### src/rtl/suaihp_pkg.sv
// Package for the SUA indication header parser.
// Holds the parse phase type and the configuration register indexes.
// It has no dependencies.
`default_nettype none

package suaihp_pkg;

    // Parse phases, in the order in which the message layout is walked.
    typedef enum logic [3:0] {
        PH_HDR    = 4'd0,
        PH_MASK   = 4'd1,
        PH_SEQ    = 4'd2,
        PH_CDLEN  = 4'd3,
        PH_CDADDR = 4'd4,
        PH_CGLEN  = 4'd5,
        PH_CGADDR = 4'd6,
        PH_RR     = 4'd7,
        PH_DLEN0  = 4'd8,
        PH_DLEN1  = 4'd9,
        PH_DATA   = 4'd10,
        PH_POST   = 4'd11,
        PH_TAIL   = 4'd12
    } phase_t;

    // Configuration register indexes (word address).
    typedef logic [1:0] reg_idx_t;
    localparam reg_idx_t REG_FORMAT_MODE = 2'd0;
    localparam reg_idx_t REG_SEQ_MASK    = 2'd1;
    localparam reg_idx_t REG_IMP_MASK    = 2'd2;

    // Reset values of the configuration registers.
    localparam logic       FORMAT_MODE_RESET = 1'b0;
    localparam logic [7:0] SEQ_MASK_RESET    = 8'h01;
    localparam logic [7:0] IMP_MASK_RESET    = 8'h01;

    // Header bytes skipped before the mask byte, less one.
    localparam logic [15:0] HDR_LAST_POS = 16'd7;

    // Shortest accepted message, as the position of its last byte.
    localparam logic [15:0] MIN_LAST_POS_UNITDATA = 16'd13;
    localparam logic [15:0] MIN_LAST_POS_NOTICE   = 16'd14;

endpackage

`default_nettype wire

### src/rtl/sua_indication_header_parser.sv
// Top level of the SUA indication header parser.
// Walks a message one byte a transfer and reports field values and locations.
// Depends on suaihp_pkg.
//
//  Channel   Signals                               Direction  Meaning
//  ------    ------------------------------------  ---------  -------------------------------
//  in        in_valid/in_ready, data_byte, last_byte   sink    one message byte per transfer
//  out       out_valid/out_ready, parse_ok .. importance  source one result per message
//  apb       psel/penable/pwrite/paddr/pwdata/prdata    slave  format and mask registers
//
// A new byte can be accepted every cycle while the input is not stalled. The
// parse state is updated at the edge that accepts a byte, and the last byte
// of a message loads the result register, so a result appears in the cycle
// after its last byte. The single result register lets the input run while
// a result waits; input stalls only when that register is full and out_ready
// is low. Reset clears the parse state and loads the register defaults.
`default_nettype none

module sua_indication_header_parser (
    input  wire logic        clk,
    input  wire logic        rst_n,
    // Byte input.
    input  wire logic        in_valid,
    output logic             in_ready,
    input  wire logic [7:0]  data_byte,
    input  wire logic        last_byte,
    // Result output.
    output logic             out_valid,
    input  wire logic        out_ready,
    output logic             parse_ok,
    output logic [7:0]       fields_mask,
    output logic [31:0]      sequence_control,
    output logic [15:0]      called_offset,
    output logic [7:0]       called_length,
    output logic [15:0]      calling_offset,
    output logic [7:0]       calling_length,
    output logic [7:0]       return_reason,
    output logic [15:0]      payload_offset,
    output logic [15:0]      payload_length,
    output logic [7:0]       importance,
    // Configuration port.
    input  wire logic        psel,
    input  wire logic        penable,
    input  wire logic        pwrite,
    input  wire logic [3:0]  paddr,
    input  wire logic [31:0] pwdata,
    output logic [31:0]      prdata,
    output logic             pready
);

    // Configuration registers.
    logic       mode_reg;
    logic [7:0] seq_mask_reg;
    logic [7:0] imp_mask_reg;

    // Parse state.
    suaihp_pkg::phase_t phase_reg, phase_next;
    logic [15:0] pos_reg;
    logic [15:0] count_reg, count_next;
    logic [31:0] shift_reg, shift_next;
    logic        err_reg;

    // Captured fields.
    logic [7:0]  mask_reg, mask_next;
    logic [7:0]  rr_reg, rr_next;
    logic [7:0]  imp_reg, imp_next;
    logic [7:0]  cdlen_reg, cdlen_next;
    logic [7:0]  cglen_reg, cglen_next;
    logic [31:0] seq_reg, seq_next;
    logic [15:0] plen_reg, plen_next;
    logic [15:0] cdoff_reg, cdoff_next;
    logic [15:0] cgoff_reg, cgoff_next;
    logic [15:0] poff_reg, poff_next;

    // Result register.
    logic        out_valid_reg;
    logic        ok_next;
    logic        in_xfer;
    logic [15:0] pos_inc;
    logic [15:0] len_field;
    logic        last_of_field;

    assign pready    = 1'b1;
    assign in_ready  = !out_valid_reg || out_ready;
    assign in_xfer   = in_valid && in_ready;
    assign out_valid = out_valid_reg;
    assign pos_inc   = pos_reg + 16'd1;
    assign len_field = {data_byte, shift_reg[7:0]};
    assign last_of_field = (count_reg <= 16'd1);

    // Configuration writes.
    always_ff @(posedge clk or negedge rst_n)
    begin
        if (!rst_n)
        begin
            mode_reg     <= suaihp_pkg::FORMAT_MODE_RESET;
            seq_mask_reg <= suaihp_pkg::SEQ_MASK_RESET;
            imp_mask_reg <= suaihp_pkg::IMP_MASK_RESET;
        end
        else if (psel && penable && pwrite)
        begin
            unique case (paddr[3:2])
                suaihp_pkg::REG_FORMAT_MODE: mode_reg     <= pwdata[0];
                suaihp_pkg::REG_SEQ_MASK:    seq_mask_reg <= pwdata[7:0];
                suaihp_pkg::REG_IMP_MASK:    imp_mask_reg <= pwdata[7:0];
                default: ;
            endcase
        end
    end

    // Register read-back.
    always_comb
    begin
        unique case (paddr[3:2])
            suaihp_pkg::REG_FORMAT_MODE: prdata = {31'd0, mode_reg};
            suaihp_pkg::REG_SEQ_MASK:    prdata = {24'd0, seq_mask_reg};
            suaihp_pkg::REG_IMP_MASK:    prdata = {24'd0, imp_mask_reg};
            default:                     prdata = 32'd0;
        endcase
    end

    // Effect of one byte on the parse state.
    always_comb
    begin
        phase_next = phase_reg;
        count_next = count_reg;
        shift_next = shift_reg;
        mask_next  = mask_reg;
        rr_next    = rr_reg;
        imp_next   = imp_reg;
        cdlen_next = cdlen_reg;
        cglen_next = cglen_reg;
        seq_next   = seq_reg;
        plen_next  = plen_reg;
        cdoff_next = cdoff_reg;
        cgoff_next = cgoff_reg;
        poff_next  = poff_reg;
        unique case (phase_reg)
            suaihp_pkg::PH_HDR:
            begin
                if (pos_reg >= suaihp_pkg::HDR_LAST_POS)
                    phase_next = suaihp_pkg::PH_MASK;
            end
            suaihp_pkg::PH_MASK:
            begin
                mask_next = data_byte;
                if (!mode_reg && ((data_byte & seq_mask_reg) != 8'd0))
                begin
                    count_next = 16'd4;
                    shift_next = 32'd0;
                    phase_next = suaihp_pkg::PH_SEQ;
                end
                else
                    phase_next = suaihp_pkg::PH_CDLEN;
            end
            suaihp_pkg::PH_SEQ:
            begin
                shift_next = {data_byte, shift_reg[31:8]};
                if (last_of_field)
                begin
                    seq_next   = {data_byte, shift_reg[31:8]};
                    count_next = 16'd0;
                    phase_next = suaihp_pkg::PH_CDLEN;
                end
                else
                    count_next = count_reg - 16'd1;
            end
            suaihp_pkg::PH_CDLEN:
            begin
                cdlen_next = data_byte;
                cdoff_next = pos_inc;
                count_next = {8'd0, data_byte};
                phase_next = (data_byte == 8'd0) ? suaihp_pkg::PH_CGLEN
                                                 : suaihp_pkg::PH_CDADDR;
            end
            suaihp_pkg::PH_CDADDR:
            begin
                if (last_of_field)
                begin
                    count_next = 16'd0;
                    phase_next = suaihp_pkg::PH_CGLEN;
                end
                else
                    count_next = count_reg - 16'd1;
            end
            suaihp_pkg::PH_CGLEN:
            begin
                cglen_next = data_byte;
                cgoff_next = pos_inc;
                count_next = {8'd0, data_byte};
                if (data_byte != 8'd0)
                    phase_next = suaihp_pkg::PH_CGADDR;
                else
                    phase_next = mode_reg ? suaihp_pkg::PH_RR : suaihp_pkg::PH_DLEN0;
            end
            suaihp_pkg::PH_CGADDR:
            begin
                if (last_of_field)
                begin
                    count_next = 16'd0;
                    phase_next = mode_reg ? suaihp_pkg::PH_RR : suaihp_pkg::PH_DLEN0;
                end
                else
                    count_next = count_reg - 16'd1;
            end
            suaihp_pkg::PH_RR:
            begin
                rr_next    = data_byte;
                phase_next = suaihp_pkg::PH_DLEN0;
            end
            suaihp_pkg::PH_DLEN0:
            begin
                shift_next = {24'd0, data_byte};
                phase_next = suaihp_pkg::PH_DLEN1;
            end
            suaihp_pkg::PH_DLEN1:
            begin
                plen_next  = len_field;
                poff_next  = pos_inc;
                count_next = len_field;
                phase_next = (len_field == 16'd0) ? suaihp_pkg::PH_POST
                                                  : suaihp_pkg::PH_DATA;
            end
            suaihp_pkg::PH_DATA:
            begin
                if (last_of_field)
                begin
                    count_next = 16'd0;
                    phase_next = suaihp_pkg::PH_POST;
                end
                else
                    count_next = count_reg - 16'd1;
            end
            suaihp_pkg::PH_POST:
            begin
                if (mode_reg && ((mask_reg & imp_mask_reg) != 8'd0))
                    imp_next = data_byte;
                phase_next = suaihp_pkg::PH_TAIL;
            end
            default:
                phase_next = suaihp_pkg::PH_TAIL;
        endcase
    end

    // The message passes if it is long enough, not overlong, and the data fit.
    always_comb
    begin
        ok_next = !err_reg && (phase_next >= suaihp_pkg::PH_POST)
                  && (pos_reg >= (mode_reg ? suaihp_pkg::MIN_LAST_POS_NOTICE
                                           : suaihp_pkg::MIN_LAST_POS_UNITDATA));
    end

    // Parse state update; the last byte rearms for the next message.
    always_ff @(posedge clk or negedge rst_n)
    begin
        if (!rst_n)
        begin
            phase_reg <= suaihp_pkg::PH_HDR;
            pos_reg   <= 16'd0;
            count_reg <= 16'd0;
            shift_reg <= 32'd0;
            err_reg   <= 1'b0;
            mask_reg  <= 8'd0;
            rr_reg    <= 8'd0;
            imp_reg   <= 8'd0;
            cdlen_reg <= 8'd0;
            cglen_reg <= 8'd0;
            seq_reg   <= 32'd0;
            plen_reg  <= 16'd0;
            cdoff_reg <= 16'd0;
            cgoff_reg <= 16'd0;
            poff_reg  <= 16'd0;
        end
        else if (in_xfer)
        begin
            if (last_byte)
            begin
                phase_reg <= suaihp_pkg::PH_HDR;
                pos_reg   <= 16'd0;
                count_reg <= 16'd0;
                shift_reg <= 32'd0;
                err_reg   <= 1'b0;
                mask_reg  <= 8'd0;
                rr_reg    <= 8'd0;
                imp_reg   <= 8'd0;
                cdlen_reg <= 8'd0;
                cglen_reg <= 8'd0;
                seq_reg   <= 32'd0;
                plen_reg  <= 16'd0;
                cdoff_reg <= 16'd0;
                cgoff_reg <= 16'd0;
                poff_reg  <= 16'd0;
            end
            else
            begin
                phase_reg <= phase_next;
                count_reg <= count_next;
                shift_reg <= shift_next;
                mask_reg  <= mask_next;
                rr_reg    <= rr_next;
                imp_reg   <= imp_next;
                cdlen_reg <= cdlen_next;
                cglen_reg <= cglen_next;
                seq_reg   <= seq_next;
                plen_reg  <= plen_next;
                cdoff_reg <= cdoff_next;
                cgoff_reg <= cgoff_next;
                poff_reg  <= poff_next;
                // The position saturates; running past it marks the message bad.
                if (pos_reg == 16'hFFFF)
                    err_reg <= 1'b1;
                else
                    pos_reg <= pos_inc;
            end
        end
    end

    // Result valid flag.
    always_ff @(posedge clk or negedge rst_n)
    begin
        if (!rst_n)
            out_valid_reg <= 1'b0;
        else if (in_xfer && last_byte)
            out_valid_reg <= 1'b1;
        else if (out_ready)
            out_valid_reg <= 1'b0;
    end

    // Result fields; everything reads as zero on a failed parse.
    always_ff @(posedge clk)
    begin
        if (in_xfer && last_byte)
        begin
            parse_ok         <= ok_next;
            fields_mask      <= ok_next ? mask_next : 8'd0;
            sequence_control <= (ok_next && !mode_reg) ? seq_next : 32'd0;
            called_offset    <= ok_next ? cdoff_next : 16'd0;
            called_length    <= ok_next ? cdlen_next : 8'd0;
            calling_offset   <= ok_next ? cgoff_next : 16'd0;
            calling_length   <= ok_next ? cglen_next : 8'd0;
            return_reason    <= (ok_next && mode_reg) ? rr_next : 8'd0;
            payload_offset   <= ok_next ? poff_next : 16'd0;
            payload_length   <= ok_next ? plen_next : 16'd0;
            importance       <= (ok_next && mode_reg) ? imp_next : 8'd0;
        end
    end

    // A last byte always yields a result in the next cycle.
    a_last_gives_result: assert property (@(posedge clk) disable iff (!rst_n)
        in_xfer && last_byte |=> out_valid)
        else $error("last byte accepted without a result");

    // The parser rearms after each message.
    a_rearm: assert property (@(posedge clk) disable iff (!rst_n)
        in_xfer && last_byte |=> phase_reg == suaihp_pkg::PH_HDR && pos_reg == 16'd0
                                 && !err_reg)
        else $error("parse state not cleared after the last byte");

    // A failed parse reports no field values.
    a_fail_zero: assert property (@(posedge clk) disable iff (!rst_n)
        out_valid && !parse_ok |-> fields_mask == 8'd0 && sequence_control == 32'd0
                                   && payload_length == 16'd0 && called_length == 8'd0)
        else $error("failed result carries field values");

    // Input stalls only behind a waiting result.
    a_stall_cause: assert property (@(posedge clk) disable iff (!rst_n)
        !in_ready |-> out_valid && !out_ready)
        else $error("input stalled without a waiting result");

    // Unitdata results never carry notice-only fields.
    a_mode_fields: assert property (@(posedge clk) disable iff (!rst_n)
        in_xfer && last_byte && !mode_reg |=> return_reason == 8'd0 && importance == 8'd0)
        else $error("notice fields set in unitdata mode");

endmodule

`default_nettype wire

### config.mk
export PLATFORM = sky130hd
export DESIGN_NAME = sua_indication_header_parser
export DESIGN_NICKNAME = d
export VERILOG_FILES = /design/src/rtl/suaihp_pkg.sv /design/src/rtl/sua_indication_header_parser.sv
export SDC_FILE = /design/constraint.sdc
export NUM_CORES = 1
export LEC_CHECK = 0
export ABC_AREA = 1
export ABC_CLOCK_PERIOD_IN_PS = 8900
export BUFFER_PORTS_ARGS = -buffer_cell sky130_fd_sc_hd__buf_2
export CAP_MARGIN = 0
export CORE_ASPECT_RATIO = 0.5
export CORE_MARGIN = 8
export CORE_UTILIZATION = 42
export CTS_CLUSTER_SIZE = 25
export DETAILED_ROUTE_END_ITERATION = 6
export PLACE_DENSITY = 0.73
export SLEW_MARGIN = 25
export SYNTH_ARGS = -nofsm -noshare
export SYNTH_HDL_FRONTEND = slang
export SYNTH_SLANG_ARGS = --single-unit
### constraint.sdc
create_clock -name clk -period 8.9 [get_ports clk]
set_input_delay 1.335 -clock clk [delete_from_list [all_inputs] [get_ports clk]]
set_output_delay 1.335 -clock clk [all_outputs]
set_load 0.02 [all_outputs]
-- Word-level counts from Yosys, hierarchy flattened
Index checks and enable logic that the tools add are counted.
- register bits: 360
- input bits: 52
- bitwise operators: 2
- add/subtract/negate cells: 2
- $lt $le $gt $ge: 4
- equal/unequal tests: 16
- muxes and demuxes: 49
- reduce and logical (&&, ||, !) cells: 34
- operators with widths (kind ; count):
    two-way mux 16 bit ; 13
    two-way mux 32 bit ; 5
    one-hot mux 32 bit (3 select lines) ; 1
    two-way mux 8 bit ; 11
    one-hot mux 16 bit (4 select lines) ; 1
    one-hot mux 4 bit (11 select lines) ; 1
    two-way mux 4 bit ; 8
    one-hot mux 8 bit (3 select lines) ; 1
    nonzero test 8 bit ; 3
    adder 16 x 1 -> 16 bit (second input constant) ; 1
    bitwise AND 8 bit ; 2
    equality test 16 bit (second input constant) ; 1
    equality test 4 x 3 -> 1 bit (second input constant) ; 4
    equality test 4 bit (second input constant) ; 4
    >= comparator 16 x 3 -> 1 bit (second input constant) ; 1
    >= comparator 16 x 4 -> 1 bit ; 1
    <= comparator 16 x 1 -> 1 bit (second input constant) ; 1
    zero test 16 bit ; 1
    subtractor 16 x 1 -> 16 bit (second input constant) ; 1
    logical AND 1 bit ; 10
    AND reduction 2 bit ; 5
    equality test 4 x 2 -> 1 bit (second input constant) ; 2
    zero test 8 bit ; 1
    two-way mux 1 bit ; 7
    other kinds (17) ; 21

-- Longest topological paths before layout
- depth after elaboration: 9
- mapped depth: 14
- mapped depth without buffers: 13

-- Worst setup path before layout
Ideal clock, no wire load.
- path kind: in2reg
- start: in out_ready
- end: reg called_length[0] (enable)
- stages: 5
- data arrival time: 7.657 ns
- required time: 8.263 ns
- path slack: 0.606 ns
- path buffers: 1
- cell sequence: inv_1 > nand2_1 > nand2_1 > clkbuf_1 > nor2_1
- cells in the longest elaborated chain, start to end: 3
- ends and longest elaborated chain (what ; RTL line ; text):
    from (decl) ; sua_indication_header_parser.sv:29 ; input wire logic out_ready,
    logical OR 1 bit ; sua_indication_header_parser.sv:84 ; assign in_ready = !out_valid_reg || out_ready;
    net in_ready ; sua_indication_header_parser.sv:24 ; output logic in_ready,
    logical AND 1 bit ; sua_indication_header_parser.sv:85 ; assign in_xfer = in_valid && in_ready;
    logical AND 1 bit ; sua_indication_header_parser.sv:332 ; if (in_xfer && last_byte)
    to (signal assigned) ; sua_indication_header_parser.sv:338 ; called_length <= ok_next ? cdlen_next : 8'd0;
    to (decl) ; sua_indication_header_parser.sv:34 ; output logic [7:0] called_length,
The timed path passes the listed nets, and every way through them passes these cells.
A chain may end at the register's enable or synchronous reset.

-- Worst setup path in the final report
- start: in paddr[2]
- end: out prdata[0]
- cells in the longest elaborated chain, start to end: 2
- elaborated cells between the ends (all ways): 4
- classes of those cells: eq/ne (2); mux (1); reduce/logical (1)
- ends and longest elaborated chain (what ; RTL line ; text):
    from (decl) ; sua_indication_header_parser.sv:45 ; input wire logic [3:0] paddr,
    equality test 2 bit, or another cell as far along ; sua_indication_header_parser.sv:114 ; unique case (paddr[3:2])
    one-hot mux 8 bit (3 select lines) (*) ; sua_indication_header_parser.sv:114 ;
    to (decl) ; sua_indication_header_parser.sv:47 ; output logic [31:0] prdata,
Every way passes the cells marked *; elsewhere a longest branch is shown, timed or not.

==> out/results.tsv <==
metric	value	unit
CTS max path bufs	3	
wire length per cell	17.2	um
vias per inst	5.12	
Final Hold Fails	0	
fin nets	2091	
RSZ-0062 raised after global routing	false	
post-CTS setup buffers	0	
Die W	298	um
CP arrival	2390	ps
clk_lat worst skew	540	ps
Yosys warning count	0	
Synth Area per Inst	8.83	um^2
clock-pin slew on the worst setup and hold paths	60	ps
fmax	269	MHz
worst hold endpoint	seq_reg[21]	
pins over their slew limit	0	
CTS Sinks	360	
Seq/Total Area, Yosys	0.579	
Psw	0.00116	W
WS Path Type	input pin to primary output	
max_cap viols	0	
number of cells on the worst reg-to-reg path	7	
grt total ovfl	0	
R2R Setup Slk	5530	ps
CTS tree	yes	
CP Buf/Inv Count	4	
PwrDens	211	nW/um^2
cell taking the most area after synthesis	dfrtp_1	
Synth top area share	0.330	
delay-heaviest family, CP	buffers and inverters	
Syn-to-layout area delta	14.3	%
status	complete, no violations	
Post-Syn Instances	1897	
CP endpoint kind	primary output	
TritonCTS buffer count	36	
Final setup viols	0	
crit path max-delay cell type	nor2_1	
DRT Pass-1 Iters	5	
root buf cell	clkbuf_16	
total power	0.00404	W
initial antenna violation count	1	
largest net degree at the start of global routing	93	
final instance area	19200	um^2
drt initial violations	1263	
setup TNS	0	ps
Clk network pwr share	0.374	
CTS H-tree lvls	2	
terminus of the critical flop-to-flop path	called_offset[7]	
top post-synthesis cells by area	dfrtp_1, edfxtp_1, nand2_1	
Die Height	157	um
min Tclk post-route	3720	ps
Post-DRT Antenna Nets	0	
initial core utilization	0.428	
Commonest cells post-synth	nand2_1, dfrtp_1, o21ai_0, nor2_1, inv_1	
reg-to-reg startpoint	mode_reg	
Max transition margin	0.328	
CP max FO	8	
Lkg Pwr	8.36	nW
first-pass GRT wire length	70.8	mm
DP Area	17900	um^2
switching portion of total power	0.288	
Synth Flop Type	dfrtp_1	
Max stage delay on crit path	400	ps
worst hold stages	2	
Worst-Margin Slew	1010	ps
most common cell in the netlist	nand2_1	
period utilization	0.418	
final WL	44.5	mm
EDFF count, synth	137	
DIE AREA	46900	um^2
gr usage total	0.184	
DR vias	13300	
asr flop ratio synth	0.619	
synth unique cells	46	
RePlAce Congestion	0.902	
critical-path cell list	buf_2, inv_1, nor2_1, inv_1, o221ai_1, buf_2	
Reg power frac	0.465	
DRC	0	
Internal	0.00287	W
layout cell share with drive strength beyond 1	0.156	
DP HPWL	28.7	mm
Combinational Power Share	0.161	
Port Buffers	172	
CP Data Required Time	7570	ps
site row count	51	
startpoint types	input pin	
vias in the first global route	12900	
Core ar.	39100	um^2
Mapped Area	16800	um^2
Worst Hold Launch	seq_reg[21]	
Hold Buf Count CTS	0	
worst vdd ir	0.136	mV
Resized Gates After CTS	0	
synthesized flop and latch total	360	
Min-Delay Path Class	flip-flop to flip-flop	
Boundary Pins	224	
Worst Clk Skew	24.8	ps
==> power by group through the flow <==
stage | Sequential, W | Combinational [W] | Clock, W
CTS | 0.00187 | 0.000643 | 0.00153
global route | 0.00189 | 0.000722 | 0.00160
floorplan | 0.00192 | 0.000454 | 0
detailed placement | 0.00191 | 0.000638 | 0
global placement | 0.00190 | 0.000629 | 0
finish | 0.00188 | 0.000649 | 0.00151
==> layout by cell type (no fill, tap or decap), drive strengths merged, types with 2 or more instances in the layout <==
master	synthesis	layout
nand2	584	584
o21ai	235	235
dfrtp	221	221
nor2	206	206
buf	60	186
inv	161	162
edfxtp	137	137
nand3	75	75
clkbuf	50	57
o22ai	43	43
or2	34	34
conb	2	25
xor2	14	14
nand4	11	11
clkinv	4	11
a21oi	10	10
nor3	9	9
a32oi	8	8
nor2b	6	6
o211ai	6	6
ha	5	5
o21bai	4	4
xnor2	4	4
dfstp	2	2
==> final cells by class <==
cell class	count	area, um^2
flip-flops and latches	360	9700
clock buffers	57	1080
inverters	165	621
repair buffers	186	1040
clock inverters	9	83.8
well taps	530	663
multi-input cells	1285	5970
fillers	3625	20000
diodes	1	2.50
==> kinds of logic after synthesis <==
kind of cell | share of synthesized area
buf+inv | 0.0716
compound gates | 0.101
other cells | 0.000448
simple gates | 0.235
xor+xnor | 0.00941
fa+ha+maj | 0.00373
flops | 0.579
==> worst max-delay path by stage <==
stage / from / to / slack (ps) / cells past startpoint
after CTS: paddr[2] / prdata[0] / 5200 / 6
after global placement: out_ready / shift_reg[24] / 4960 / 7
final: paddr[2] / prdata[0] / 5180 / 6
after global routing: paddr[2] / prdata[0] / 5090 / 6
after detailed placement: out_ready / shift_reg[18] / 4880 / 7
after floorplan: out_ready / called_length[0] / 610 / 5
==> metal layers <==
layer | up-vias | wire length [um] | GRT usage
met5 | - | 0 | 0
met4 | 0 | 1020 | 0.0551
met3 | 77 | 2390 | 0.0343
met2 | 392 | 22300 | 0.323
met1 | 6417 | 18800 | 0.232
li1 | 6381 | - | -
==> metrics by stage <==
step / utilization / hold WS [ps] / setup slack [ps] / instances
after floorplan: - / 441 / 606 / 1920
after global placement: 0.458 / 454 / 4960 / 2523
after detailed placement: 0.458 / 461 / 4880 / 2523
after CTS: 0.487 / 478 / 5200 / 2589
after global routing: 0.490 / 487 / 5090 / 2593
final: 0.490 / 471 / 5180 / 2593
==> tightest hold or removal path, stage by stage (launching register included) <==
cell and delay (ps):
dfrtp_1 330, nand2_1 50, nand2_1 50
No activity file was read; power rests on OpenSTA's default activity.
